[config.mk]
export PLATFORM = sky130hd
export DESIGN_NAME = quoted_argument_tokenizer
export DESIGN_NICKNAME = d
export VERILOG_FILES = /design/src/rtl/qat_pkg.sv /design/src/rtl/quoted_argument_tokenizer.sv
export VERILOG_INCLUDE_DIRS = /design/src /design/src/rtl
export SDC_FILE = /design/constraint.sdc
export NUM_CORES = 1
export LEC_CHECK = 0
export ABC_AREA = 1
export BUFFER_PORTS_ARGS = -buffer_cell sky130_fd_sc_hd__buf_2
export CAP_MARGIN = 40
export CORE_UTILIZATION = 32
export CTS_BUF_LIST = sky130_fd_sc_hd__clkbuf_4 sky130_fd_sc_hd__clkbuf_8
export DETAILED_ROUTE_END_ITERATION = 12
export RECOVER_POWER = 50
export SLEW_MARGIN = 10
export SYNTH_ARGS = -nofsm -noshare
export SYNTH_HDL_FRONTEND = slang
export SYNTH_SLANG_ARGS = --single-unit
[constraint.sdc]
create_clock -name clk -period 4.8 [get_ports clk]
set_input_delay 0.96 -clock clk [delete_from_list [all_inputs] [get_ports clk]]
set_output_delay 0.96 -clock clk [all_outputs]
set_load 0.03 [all_outputs]
[src/rtl/quoted_argument_tokenizer_defines.svh]
// assertion macros for the quoted argument tokenizer
`ifndef QUOTED_ARGUMENT_TOKENIZER_DEFINES_SVH
`define QUOTED_ARGUMENT_TOKENIZER_DEFINES_SVH

`ifndef SYNTHESIS

`define QAT_ASSERT_IMPL(label, pre, post) \
	label: assert property (@(posedge clk) disable iff (!arst_n) (pre) |-> (post)) \
		else $error("qat check failed");

`define QAT_ASSERT_NEXT(label, pre, post) \
	label: assert property (@(posedge clk) disable iff (!arst_n) (pre) |=> (post)) \
		else $error("qat check failed");

`else

`define QAT_ASSERT_IMPL(label, pre, post)

`define QAT_ASSERT_NEXT(label, pre, post)

`endif

`endif

[src/rtl/qat_pkg.sv]
// types and constants shared by the quoted argument tokenizer
`timescale 1ns / 1ps

package qat_pkg;

	localparam int CHAR_W      = 21;
	localparam int STATUS_W    = 2;
	localparam int ARGC_W      = 7;
	localparam int IN_TDATA_W  = 24;
	localparam int OUT_TDATA_W = 32;

	localparam logic [CHAR_W-1:0] CH_END       = 21'h00000;
	localparam logic [CHAR_W-1:0] CH_QUOTE     = 21'h00022;
	localparam logic [CHAR_W-1:0] CH_BACKSLASH = 21'h0005C;
	localparam logic [CHAR_W-1:0] CH_SPACE     = 21'h00020;
	localparam logic [CHAR_W-1:0] CH_TAB       = 21'h00009;
	localparam logic [CHAR_W-1:0] CH_CR        = 21'h0000D;

	typedef enum logic [2:0] {
		MODE_ARG,
		MODE_SPACE,
		MODE_QUOTED,
		MODE_ESC,
		MODE_QESC,
		MODE_ERROR
	} mode_t;

	typedef enum logic [STATUS_W-1:0] {
		ST_OK,
		ST_TOO_LONG,
		ST_TOO_MANY,
		ST_UNMATCHED
	} status_t;

	function automatic logic is_blank(input logic [CHAR_W-1:0] c);
		return (c == CH_SPACE) || ((c >= CH_TAB) && (c <= CH_CR));
	endfunction

endpackage

[src/rtl/quoted_argument_tokenizer.sv]
// shell style argument splitter, one character word in, one result word out
//
// channel  dir  handshake          payload
// s_       in   s_tvalid/s_tready  s_tdata: char_code
// m_       out  m_tvalid/m_tready  m_tdata, m_tuser: char_valid, m_tlast: string_done
//
// one word per cycle sustained while m_tready allows; each word passes the input stage, then the result stage
// the rate is set by the single lexer state update between input and result stage
// arst_n clears lexer mode, counters and both stage valids; no clearing pass
// a stalled result stage holds the input stage, which then drops s_tready
`timescale 1ns / 1ps
`include "quoted_argument_tokenizer_defines.svh"

module quoted_argument_tokenizer
	import qat_pkg::*;
#(
	parameter int MAX_TOKEN = 256,
	parameter int MAX_ARGS  = 64
) (
	input  logic                   clk,
	input  logic                   arst_n,
	input  logic                   s_tvalid,
	output logic                   s_tready,
	input  logic [IN_TDATA_W-1:0]  s_tdata,   // [20:0] char_code
	output logic                   m_tvalid,
	input  logic                   m_tready,
	output logic [OUT_TDATA_W-1:0] m_tdata,   // [20:0] out_char, [21] token_end,
	                                          // [23:22] status, [30:24] arg_count
	output logic                   m_tuser,   // [0] char_valid
	output logic                   m_tlast    // string_done
);

	localparam int TLW = (MAX_TOKEN > 2) ? $clog2(MAX_TOKEN) : 1;
	localparam int CW  = $clog2(MAX_ARGS + 1);
	localparam logic [TLW-1:0] TL_LIM   = TLW'(MAX_TOKEN - 1);
	localparam logic [CW-1:0]  ARGS_LIM = CW'(MAX_ARGS);

	// input stage
	logic              v_s1;
	logic [CHAR_W-1:0] c_s1;

	// result stage
	logic              v_s2;
	logic [CHAR_W-1:0] ch_s2;
	logic              valid_s2;
	logic              tend_s2;
	logic              done_s2;
	status_t           status_s2;
	logic [ARGC_W-1:0] argc_s2;

	// lexer state
	mode_t             mode_q, mode_d;
	logic [TLW-1:0]    tl_q, tl_d;
	logic [CW-1:0]     cnt_q, cnt_d;
	status_t           err_q, err_d;

	logic              adv;
	logic              app_ok;
	logic              fin_ok;
	logic              is_end;
	logic [CHAR_W-1:0] ch_c;
	logic              valid_c;
	logic              tend_c;
	logic              done_c;
	logic [CW+6:0]     cnt_ext;

	assign adv      = v_s1 && (!v_s2 || m_tready);
	assign s_tready = !v_s1 || adv;

	assign app_ok = (tl_q < TL_LIM);
	assign fin_ok = (cnt_q < ARGS_LIM);
	assign is_end = (c_s1 == CH_END);

	always_comb begin
		mode_d  = mode_q;
		tl_d    = tl_q;
		cnt_d   = cnt_q;
		err_d   = err_q;
		ch_c    = '0;
		valid_c = 1'b0;
		tend_c  = 1'b0;
		done_c  = 1'b0;
		unique case (mode_q)
			MODE_ARG, MODE_ESC: begin
				if (mode_q == MODE_ESC && !is_end) begin
					if (app_ok) begin
						tl_d    = tl_q + TLW'(1);
						ch_c    = c_s1;
						valid_c = 1'b1;
						mode_d  = MODE_ARG;
					end else begin
						err_d  = ST_TOO_LONG;
						mode_d = MODE_ERROR;
					end
				end else if (is_end) begin
					done_c = 1'b1;
					if (tl_q != '0) begin
						if (fin_ok) begin
							cnt_d  = cnt_q + CW'(1);
							tl_d   = '0;
							tend_c = 1'b1;
						end else begin
							err_d  = ST_TOO_MANY;
							mode_d = MODE_ERROR;
						end
					end
				end else if (c_s1 == CH_BACKSLASH) begin
					mode_d = MODE_ESC;
				end else if (c_s1 == CH_QUOTE) begin
					mode_d = MODE_QUOTED;
				end else if (is_blank(c_s1)) begin
					if (tl_q == '0) begin
						mode_d = MODE_SPACE;
					end else if (fin_ok) begin
						cnt_d  = cnt_q + CW'(1);
						tl_d   = '0;
						tend_c = 1'b1;
						mode_d = MODE_SPACE;
					end else begin
						err_d  = ST_TOO_MANY;
						mode_d = MODE_ERROR;
					end
				end else if (app_ok) begin
					tl_d    = tl_q + TLW'(1);
					ch_c    = c_s1;
					valid_c = 1'b1;
				end else begin
					err_d  = ST_TOO_LONG;
					mode_d = MODE_ERROR;
				end
			end
			MODE_SPACE: begin
				if (is_end) begin
					done_c = 1'b1;
				end else if (is_blank(c_s1)) begin
					mode_d = MODE_SPACE;
				end else if (c_s1 == CH_QUOTE) begin
					mode_d = MODE_QUOTED;
				end else if (c_s1 == CH_BACKSLASH) begin
					mode_d = MODE_ESC;
				end else if (app_ok) begin
					tl_d    = tl_q + TLW'(1);
					ch_c    = c_s1;
					valid_c = 1'b1;
					mode_d  = MODE_ARG;
				end else begin
					err_d  = ST_TOO_LONG;
					mode_d = MODE_ERROR;
				end
			end
			MODE_QUOTED: begin
				if (is_end) begin
					err_d  = ST_UNMATCHED;
					done_c = 1'b1;
				end else if (c_s1 == CH_BACKSLASH) begin
					mode_d = MODE_QESC;
				end else if (c_s1 == CH_QUOTE) begin
					mode_d = MODE_ARG;
				end else if (app_ok) begin
					tl_d    = tl_q + TLW'(1);
					ch_c    = c_s1;
					valid_c = 1'b1;
				end else begin
					err_d  = ST_TOO_LONG;
					mode_d = MODE_ERROR;
				end
			end
			MODE_QESC: begin
				if (is_end) begin
					err_d  = ST_UNMATCHED;
					done_c = 1'b1;
				end else if (app_ok) begin
					tl_d    = tl_q + TLW'(1);
					ch_c    = c_s1;
					valid_c = 1'b1;
					mode_d  = MODE_QUOTED;
				end else begin
					err_d  = ST_TOO_LONG;
					mode_d = MODE_ERROR;
				end
			end
			default: begin
				done_c = is_end;
			end
		endcase
	end

	assign cnt_ext = {7'd0, cnt_d};

	// input stage
	always_ff @(posedge clk or negedge arst_n) begin
		if (!arst_n) begin
			v_s1 <= 1'b0;
		end else if (s_tready) begin
			v_s1 <= s_tvalid;
		end
	end

	always_ff @(posedge clk) begin
		if (s_tvalid && s_tready) begin
			c_s1 <= s_tdata[CHAR_W-1:0];
		end
	end

	// lexer state, back to start after end of string
	always_ff @(posedge clk or negedge arst_n) begin
		if (!arst_n) begin
			mode_q <= MODE_ARG;
			tl_q   <= '0;
			cnt_q  <= '0;
			err_q  <= ST_OK;
		end else if (adv) begin
			if (done_c) begin
				mode_q <= MODE_ARG;
				tl_q   <= '0;
				cnt_q  <= '0;
				err_q  <= ST_OK;
			end else begin
				mode_q <= mode_d;
				tl_q   <= tl_d;
				cnt_q  <= cnt_d;
				err_q  <= err_d;
			end
		end
	end

	// result stage
	always_ff @(posedge clk or negedge arst_n) begin
		if (!arst_n) begin
			v_s2 <= 1'b0;
		end else if (adv) begin
			v_s2 <= 1'b1;
		end else if (m_tready) begin
			v_s2 <= 1'b0;
		end
	end

	always_ff @(posedge clk) begin
		if (adv) begin
			ch_s2     <= ch_c;
			valid_s2  <= valid_c;
			tend_s2   <= tend_c;
			done_s2   <= done_c;
			status_s2 <= err_d;
			argc_s2   <= cnt_ext[ARGC_W-1:0];
		end
	end

	assign m_tvalid = v_s2;
	assign m_tdata  = {1'b0, argc_s2, status_s2, tend_s2, ch_s2};
	assign m_tuser  = valid_s2;
	assign m_tlast  = done_s2;

	`QAT_ASSERT_IMPL(a_append_only_ok, v_s2 && valid_s2, status_s2 == ST_OK)
	`QAT_ASSERT_IMPL(a_append_or_end, v_s2, !(valid_s2 && tend_s2))
	`QAT_ASSERT_IMPL(a_limits, 1'b1, (tl_q <= TL_LIM) && (cnt_q <= ARGS_LIM))
	`QAT_ASSERT_NEXT(a_restart, adv && done_c,
		(mode_q == MODE_ARG) && (tl_q == '0) && (cnt_q == '0) && (err_q == ST_OK))

endmodule

==> results of run 1 <==
[flip-flops by register name (all words and copies together) (netlist names)]
name	flops
m_tuser	1
mode_q	3
status_s2	2
v_s1	1
tl_q	8
m_tlast	1
err_q	2
cnt_q	7
argc_s2	7
m_tvalid	1
c_s1	21
tend_s2	1
ch_s2	21
[logic make-up after synthesis]
kind of cell | count (synthesis)
adders and majority gates | 3
xor gates and xnor gates | 5
other | 1
DFF | 76
AOI/OAI and AO/OA | 50
buffers and inverters | 84
and+or+nand+nor | 286
[cell type report]
| class | count | area share [%] |
|---|---|---|
| repair buffers | 60 | 5.26 |
| diodes | 1 | 0.0513 |
| inverters | 79 | 6.18 |
| well taps | 172 | 4.41 |
| clock buffers | 12 | 3.26 |
| multi-input cells | 345 | 35.8 |
| flip-flops and latches | 76 | 44.5 |
| clock inverters | 4 | 0.487 |
[stage by stage]
step / utilization (%) / worst slack (ps) / hold WS [ps] / std cells
6_report: 38.0 / 2190 / 527 / 749
5_1_grt: 38.0 / 2020 / 563 / 748
4_1_cts: 38.5 / 2390 / 534 / 748
3_5_place_dp: 37.1 / 2100 / 518 / 732
3_3_place_gp: 37.1 / 2170 / 507 / 732
2_1_floorplan: - / 1980 / 481 / 505
[cell usage after synthesis (all sizes together)]
cell type  count  area [um^2]
a31oi          1         6.26
o31ai          1         12.5
buf            5         48.8
a21oi         10         53.8
xor2           4         35.0
nand3         41          258
o211ai         2         20.0
a41oi          2         17.5
nand2        145          583
nor4           1         6.26
dfrtp         22          551
nand3b         1         7.51
xnor2          1         8.76
conb           1         3.75
inv           79          302
a22oi          1         7.51
ha             3         37.5
nand4          9         56.3
and2           1         6.26
nor2          78          405
o21ai         33          173
edfxtp        54         1620
or2            1         6.26
nor3           9         56.3
[worst paths after layout]
kind / depth (start not counted) / start / to
min in group asynchronous: 1 / arst_n / cnt_q[4]$_DFFE_PN0P_
max reg2reg: 10 / c_s1[9]$_DFFE_PP_ / ch_s2[3]$_DFFE_PP_
min reg2reg: 2 / cnt_q[5]$_DFFE_PN0P_ / cnt_q[5]$_DFFE_PN0P_
max: 10 / c_s1[9]$_DFFE_PP_ / ch_s2[3]$_DFFE_PP_
min: 2 / cnt_q[5]$_DFFE_PN0P_ / cnt_q[5]$_DFFE_PN0P_
max in group asynchronous: 1 / arst_n / m_tvalid$_DFFE_PN0P_
[routing by layer]
metal / wire length [um] / part of all wire, % / global-route usage (%) / vias to the layer above
met5: 0 / 0 / 0 / -
met4: 147 / 1.5 / 6.17 / 0
met3: 650 / 6.5 / 3.49 / 9
met2: 4500 / 45 / 22.9 / 106
met1: 4710 / 47 / 20.6 / 1571
li1: - / - / - / 1770
[report_power, final]
part           internal, uW  switching (uW)  total (uW)
sequential              861             103         964
clock                   220             237         457
combinational           260             611         872
[worst max-delay path, cell delays in order, from the launching register on]
cell and delay [ps]:
edfxtp_1 460, nor2_1 160, nand2_2 120, nor2_8 150, nand3_1 500, nand3_4 390
nand2_4 90, nand2_1 100, o21ai_2 80, inv_4 200, nor2_1 80
==> results.md, run 1 <==
* Status: finished clean
* Drt first pass iters at 5
* Final hold violations at 0
* Post-Syn Nets at 536
* Fillers at 1348
* DR vias at ~3500
* Resized cells post-CTS at 0
* CP Capture Type: flip-flop
* Sequential share of the synthesized area at 50.7%
* Tcrit/Tclk final at between 50% and 60%
* Area Growth Syn to Fin at 13.9%
* Fin crit period at about 2600 ps
* CTS clk-pin slew, worst paths at around 80 ps
* Hold buffer count at CTS at 0
* Initial Utilization at about a third
* WP data required at 4910 ps
* Tot GR Track Use at between 10% and 20%
* CTS tree: done
* Clock Skew at 9.17 ps
* Synth Warn # at 0
* Worst VDD drop at approximately 0.00013 V
* Nets at around 600
* H-tree levels at 3
* Final Max Tran Viols at 0
* Placed cell areas at 4750 um^2
* DRT antenna net count at 0
* Avg Cell Area, Syn at between 8 and 9 um^2
* Die Y at 118 um
* Final WL at between 10 and 15 mm
* Worst slew margin at around 14%
* Die area at ~14000 um^2
* Adder-cell area share of the yosys netlist at less than 1%
* Post-CTS setup buffers at 0
* Ports at 64
* Remaining global-route overflow at 0
* Synthesized cell area at between 4000 and 5000 um^2
* Pwr dens at between 400 and 500 nW/um^2
* IO Port Bufs at a little under 60
* First-pass GRT wire length at ~17 mm
* Post-Synth XOR/XNOR Area at roughly 1%
* Mapped Cells at around 500
* Main combinational cell family by area after synthesis: simple AND/OR/NAND/NOR gates
* Vias in the first global route at ~3300
* Crit path launch type: flip-flop
* Clk buf depth at 2
* Critical path type: flip-flop to flip-flop
* RSZ-0062 raised after global routing: no
* Area fraction in and, or, nand and nor cells after synthesis at about 32%
* Num CTS Buffers at 9
* Drt wl/cell at between 10 and 15 um
* Commonest non-fill, non-tap cell in the layout: nand2_1
* Post-synthesis cell type count at 40
* Flop2flop setup slack at roughly 2200 ps
* Initial antenna violation count at 1
* Hold/Removal Path Class: flip-flop to flip-flop
* Multi-input gate area at about 1700 um^2
* TritonCTS Sinks at 76
* Core ar. at 12800 um^2
* Register area at 2170 um^2
* Final instance area at a little under 5000 um^2
* CP max FO at 18
* Yosys reg bits at 76
* Mux share of post-synthesis cell area at 0%
* Setup TNS at 0 ps
* Pin count of the biggest net entering global routing at 36
* Max Clock Freq at roughly 380 MHz
* DRT iter0 DRCs at between 200 and 300
* Final Wtd Congestion at 0.927
* Commonest cells after routing, fill and taps aside: 139 x nand2_1, 69 x inv_1, 56 x nor2_1, 54 x edfxtp_1, 37 x clkbuf_1
* Number of cell rows at around 40
* Max-Cap Viols at 0
* Clk_lat worst skew at 360 ps
* HPWL after DPL at around 7.6 mm
* Final Setup Violations at 0
* Root Driver: clkbuf_8
* Slew @ Worst Pin at around 1300 ps
* Post-synthesis compound-gate area fraction at under 10%
* Proportion of layout cells with a drive suffix above 1 at 15.5%
* Worst path arrival time at 2720 ps
* Die span in x at around 120 um
* Vias per inst at about 4.6
* Final Power at ~2300 uW
* Static Leak at ~0.0022 uW
* DRC viols at 0
(Power assumes the default switching activity.)
==> inputs of run 2 (changes only) <==
==> constraint.sdc (replaced) <==
create_clock -name clk -period 2.4 [get_ports clk]
set_input_delay 0.48 -clock clk [delete_from_list [all_inputs] [get_ports clk]]
set_output_delay 0.48 -clock clk [all_outputs]
set_load 0.03 [all_outputs]
==> run 2 against run 1 <==
Against the previous run:
- sequential share of layout area shrank 0.94 points
- final cell count increased by 1.1%
- critical path depth stayed put
- clock power increased by 120%
- cell area up 2.2%
- worst hold slack got worse by 250 ps
- total power rose by 110%
- core utilization is 0.82 points higher
- global-route usage grew 0.87 points
- sequential power grew 99%
- via count increased by 1.2%
==> results.md, run 2 (synthesis gave the netlist of run 1 again) <==
* DRT antenna net count at 0
* Pwr dens at ~950 nW/um^2
* CTS tree: done
* Nets at 611
* Die area at roughly 14000 um^2
* CP max stage cell: edfxtp_1
* Crit path launch type: flip-flop
* IO Port Bufs at between 50 and 60
* Proportion of layout cells with a drive suffix above 1 at a little under a fifth
* Vias in the first global route at 3431
* Sw frac at between 40% and 50%
* Final WL at about 10 mm
* Final Power at 4740 uW
* CP max FO at 18
* Hold buffer count at CTS at 0
* Max Clock Freq at 454 MHz
* Tot GR Track Use at between 15 and 20%
* Pin count of the biggest net entering global routing at 36
* Critical Path Max Stage Delay at around 460 ps
* H-tree levels at 3
* Clock Skew at approximately 9 ps
* HPWL after DPL at around 8 mm
* Final hold violations at 0
* Setup TNS at 0 ps
* Post-CTS setup buffers at 0
* Combinational power share at approximately two fifths
* Slew @ Worst Pin at around 1300 ps
* Core ar. at between 10000 and 15000 um^2
* Drt first pass iters at 5
* CP Capture Type: flip-flop
* CP most frequent cell: nor2_1
* Max-Cap Viols at 0
* Static Leak at ~0.0023 uW
* Worst path arrival time at 2330 ps
* Commonest non-fill, non-tap cell in the layout: nand2_1
* Clock power frac at about a fifth
* Remaining global-route overflow at 0
* Final Setup Violations at 0
* Worst slew margin at 15.0%
* Area Growth Syn to Fin at 16.4%
* TritonCTS Sinks at 76
* Ports at 64
* Crit path cell chain: nor2_1 -> nand2_2 -> nor2_8 -> nand3_1 -> nand2_1 -> nor2_1 -> o211ai_2 -> o21ai_2 -> inv_4 -> nor2_1
* DRT iter0 DRCs at roughly 240
* DRC viols at 0
* WP data required at 2530 ps
* Crit path buffers/inverters at 1
* Status: finished clean
* Initial Utilization at around 33%
* Commonest cells after routing, fill and taps aside: 139 x nand2_1, 69 x inv_1, 56 x nor2_1, 54 x edfxtp_1, 35 x nand3_1
* Drt wl/cell at approximately 14 um
* CTS clk-pin slew, worst paths at roughly 80 ps
* Die span in x at between 100 and 150 um
* Final Wtd Congestion at 0.879
* Root Driver: clkbuf_8
* RSZ-0062 raised after global routing: no
* Tcrit/Tclk final at around 90%
* Initial antenna violation count at 0
* Hold/Removal Path Class: primary input to flip-flop
* Sequential share of power at between 40 and 50%
* Critical path type: flip-flop to flip-flop
* Crit path max-delay family: simple AND/OR/NAND/NOR gates
* Clk buf depth at 2
* Fin crit period at around 2200 ps
* Biggest regs: c_s1: 21 flops, ch_s2: 21 flops, tl_q: 8 flops
* Number of cell rows at 41
* Worst VDD drop at 0.000281 V
* Clk_lat worst skew at around 370 ps
* First-pass GRT wire length at ~17 mm
* Cell Int Power at about 2800 uW
* Vias per inst at roughly 4.6
* Final Max Tran Viols at 0
* Num CTS Buffers at 9
* DR vias at 3499
* Ant. Diodes at 0
* Psw at 1970 uW
* Die Y at between 100 and 150 um
[run 2: changes by cell type in the layout (fill, tap and decap cells not counted), sizes merged]
cell	before	now
clkinv	4	5
diode	1	0
inv	79	80
bufinv	0	1
buf	23	38
clkbuf	49	40
[run 2: cell type report]
type / instances / area (um^2)
Sequential cell: 76 / 2170
Fill cell: 1343 / 7840
Inverter: 79 / 302
Multi-Input combinational cell: 345 / 1770
Clock inverter: 7 / 75.1
Clock buffer: 9 / 124
Tap cell: 172 / 215
Timing Repair Buffer: 69 / 327
[run 2: worst paths after layout]
kind,endpoint,slack [ps],start,depth (start not counted)
worst max-delay path,ch_s2[0]$_DFFE_PP_,200,c_s1[9]$_DFFE_PP_,10
worst min-delay path,c_s1[11]$_DFFE_PP_,280,s_tdata[11],1
worst max register to register,ch_s2[0]$_DFFE_PP_,200,c_s1[9]$_DFFE_PP_,10
worst min register to register,cnt_q[5]$_DFFE_PN0P_,540,cnt_q[5]$_DFFE_PN0P_,2
max in group asynchronous,v_s1$_DFFE_PN0N_,1280,arst_n,1
min in group asynchronous,cnt_q[2]$_DFFE_PN0P_,360,arst_n,1
[run 2: stage by stage]
| stage | setup slack (ps) | std cells | hold WS (ps) | cell area [um^2] | utilization [%] |
|---|---|---|---|---|---|
| finish | 196 | 757 | 279 | 4980 | 38.9 |
| global route | 5.28 | 757 | 263 | 4980 | 38.9 |
| CTS | 94.8 | 757 | 93.7 | 5020 | 39.1 |
| detailed placement | 115 | 741 | 497 | 4820 | 37.6 |
| global placement | 176 | 741 | 492 | 4820 | 37.6 |
| floorplan | 22.6 | 505 | 184 | 4280 | - |
[run 2: repair_timing]
| item | in CTS | in global routing |
|---|---|---|
| setup endpoints to repair | 0 | 7 |
| hold endpoints to repair | 0 | 0 |
| gates resized for setup | 0 | 2 |
[run 2: per-layer routing]
layer  vias up  share of wire [%]  global-route usage [%]
met4         0                2.2                    7.13
li1       1790                  -                       -
met1      1581                 48                    21.9
met5         -                  0                       0
met3        15                6.5                    3.54
met2       113                 44                    23.9
[run 2: worst reg2reg max path, delay by kind of cell, from the launching register on]
| kind | cells | cell delay (ps) |
|---|---|---|
| AOI/OAI and AO/OA | 2 | 290 |
| buffers and inverters | 1 | 210 |
| and+or+nand+nor | 7 | 1000 |
| DFF | 1 | 460 |
[run 2: power groups by stage]
stage | Clock (uW) | Sequential (uW) | Combinational (uW)
after floorplan | 0 | 2120 | 1160
after global placement | 0 | 1940 | 1820
after detailed placement | 0 | 1940 | 1830
after CTS | 1040 | 1920 | 1840
after global routing | 1090 | 1960 | 2030
final | 1010 | 1920 | 1810
==> inputs of run 3 (changes only) <==
--- a/config.mk
+++ b/config.mk
@@ -12,6 +12,8 @@
 export CORE_UTILIZATION = 32
 export CTS_BUF_LIST = sky130_fd_sc_hd__clkbuf_4 sky130_fd_sc_hd__clkbuf_8
 export DETAILED_ROUTE_END_ITERATION = 12
+export HOLD_SLACK_MARGIN = 0.12
+export PLACE_DENSITY_LB_ADDON = 0.05
 export RECOVER_POWER = 50
 export SLEW_MARGIN = 10
 export SYNTH_ARGS = -nofsm -noshare
==> run 3 against run 2 <==
Against the previous run:
- maximum frequency shrank 0.42%
- setup slack got worse by 9.3 ps
- cell area grew 0.25%
- non-clock buffer count rose by 4
- total power fell by 0.16%
- largest power group unchanged
- critical path depth grew 2
- sequential power hardly changed
- clock power down 6%
- first-iteration DRC count decreased by 0.82%
- via count is 0.40% higher
- global-route usage is 0.19 points lower
- final cell count increased by 0.26%
==> results.md, run 3 (synthesis gave the netlist of run 1 again) <==
* Status: finished clean
* Num CTS Buffers at 9
* Number of cell rows at 41
* Max-Cap Viols at 0
* Die area at around 14000 um^2
* Worst VDD drop at between 0.0002 and 0.0003 V
* TritonCTS Sinks at 76
* Initial Utilization at 33.4%
* IO Port Bufs at 59
* CP Capture Type: flip-flop
* Commonest cells after routing, fill and taps aside: 139 x nand2_1, 69 x inv_1, 56 x nor2_1, 54 x edfxtp_1, 35 x nand3_1
* Static Leak at between 0.002 and 0.0025 uW
* Core ar. at ~13000 um^2
* Hold/Removal Path Class: primary input to flip-flop
* Vias per inst at between 4 and 5
* Psw at just under 2000 uW
* Post-Layout Cell Count at 759
* Final hold violations at 0
* Worst path arrival time at ~2500 ps
* Setup TNS at 0 ps
* CTS clk-pin slew, worst paths at approximately 80 ps
* Cells after DPL at 744
* Commonest non-fill, non-tap cell in the layout: nand2_1
* Area Growth Syn to Fin at 16.7%
* Critical path startpoint: c_s1[11]$_DFFE_PP_
* H-tree levels at 3
* Die Y at 118 um
* R2R cell count at 12
* Final Max Tran Viols at 0
* RSZ-0062 raised after global routing: no
* Clk buf depth at 2
* Max Clock Freq at approximately 450 MHz
* Final Wtd Congestion at between 0.8 and 0.9
* Cell Int Power at roughly 2800 uW
* WP data required at approximately 2700 ps
* Final Setup Violations at 0
* DRT antenna net count at 0
* Root Driver: clkbuf_8
* Drt first pass iters at 5
* Slew @ Worst Pin at roughly 1400 ps
* Biggest regs: c_s1: 21 flops, ch_s2: 21 flops, tl_q: 8 flops
* Drt wl/cell at between 10 and 15 um
* Clock Skew at between 6 and 7 ps
* DRT iter0 DRCs at between 200 and 250
* Ant. Diodes at 0
* HPWL after DPL at ~7.6 mm
* Tot GR Track Use at 15.7%
* Pin count of the biggest net entering global routing at 36
* DRC viols at 0
* Nets at approximately 600
* Sw frac at roughly two fifths
* Proportion of layout cells with a drive suffix above 1 at a little under a fifth
* Combinational power share at 39.5%
* Remaining global-route overflow at 0
* Initial antenna violation count at 0
* Fin crit period at 2210 ps
* Flop2flop setup slack at 190 ps
* DR vias at approximately 3500
* Sequential share of power at approximately 40%
* RR Endpoint: tl_q[6]$_DFFE_PN0P_
* Die span in x at 118 um
* Worst slew margin at under 10%
* Final WL at 10.3 mm
* Clock power frac at about a fifth
* Clk_lat worst skew at roughly 370 ps
* Crit path launch type: flip-flop
* R2R Path Start: c_s1[11]$_DFFE_PP_
* Post-CTS setup buffers at 0
* First-pass GRT wire length at roughly 17 mm
* CTS tree: done
* Critical path type: flip-flop to flip-flop
* Ports at 64
* Vias in the first global route at between 3000 and 4000
* Tcrit/Tclk final at 92.2%
* Pwr dens at approximately 950 nW/um^2
* Critical Path Sink: tl_q[6]$_DFFE_PN0P_
* CP max FO at 8
-- run 3: cell types whose count changed in the layout (fill, tap and decap cells not counted), sizes merged --
cell	previous run	this run
buf	38	41
clkinv	5	2
clkinvlp	0	2
dlygate4sd3	0	1
inv	80	79
-- run 3: power by group through the flow --
stage                     clock network, uW  registers, uW  logic [uW]
final                                   951           1910        1870
after floorplan                           0           2120        1160
after global placement                    0           1930        1890
after detailed placement                  0           1930        1900
after CTS                               991           1910        1900
after global routing                   1030           1940        2090
-- run 3: metrics by stage --
step	utilization, %	power, uW	setup slack (ps)	instance area, um^2	hold WS, ps
after global placement	37.8	3830	190	4840	503
after floorplan	-	3290	22.6	4280	184
after CTS	39.2	4800	169	5030	259
after global routing	39.0	5070	16.6	5000	265
final	39.0	4730	187	5000	278
after detailed placement	37.8	3830	183	4840	512
-- run 3: worst min path at each step --
| stage | cells after the start | slack (ps) | endpoint | start |
|---|---|---|---|---|
| after floorplan | 0 | 180 | cnt_q[0]$_DFFE_PN0P_ | arst_n |
| after global placement | 1 | 500 | tl_q[0]$_DFFE_PN0P_ | arst_n |
| after detailed placement | 1 | 510 | tl_q[0]$_DFFE_PN0P_ | arst_n |
| after CTS | 1 | 260 | c_s1[5]$_DFFE_PP_ | s_tdata[5] |
| after global routing | 1 | 260 | c_s1[11]$_DFFE_PP_ | s_tdata[11] |
| final | 1 | 280 | c_s1[5]$_DFFE_PP_ | s_tdata[5] |
-- run 3: what timing repair did --
action,4_1_cts,5_1_grt
hold buffers,1,0
endpoints found under the setup margin,0,7
endpoints found under the hold margin,22,0
resized for setup,0,2
-- run 3: area by class of cell --
type / instances / area (um^2)
inverters: 79 / 302
flip-flops and latches: 76 / 2170
clock inverters: 5 / 55.1
fillers: 1373 / 7830
repair buffers: 73 / 359
clock buffers: 9 / 124
multi-input cells: 345 / 1770
well taps: 172 / 215
-- run 3: worst max-delay path, stage by stage, from the launching register on --
cell and delay [ps]:
edfxtp_1 400, nor2_2 190, nand2_2 120, nor2_8 190, nand3_1 160, o21ai_2 400
inv_2 100, nor2_1 130, a21oi_2 70, nand2_1 130, nor2_4 80, nand2_1 60
o21ai_1 60
-- run 3: per-layer routing --
| metal | track usage (%) | routed length [um] | up-vias |
|---|---|---|---|
| met3 | 3.15 | 441 | 15 |
| met2 | 23.1 | 4450 | 92 |
| met4 | 8.01 | 229 | 0 |
| met5 | 0 | 0 | - |
| met1 | 21.8 | 5160 | 1619 |
| li1 | - | - | 1787 |
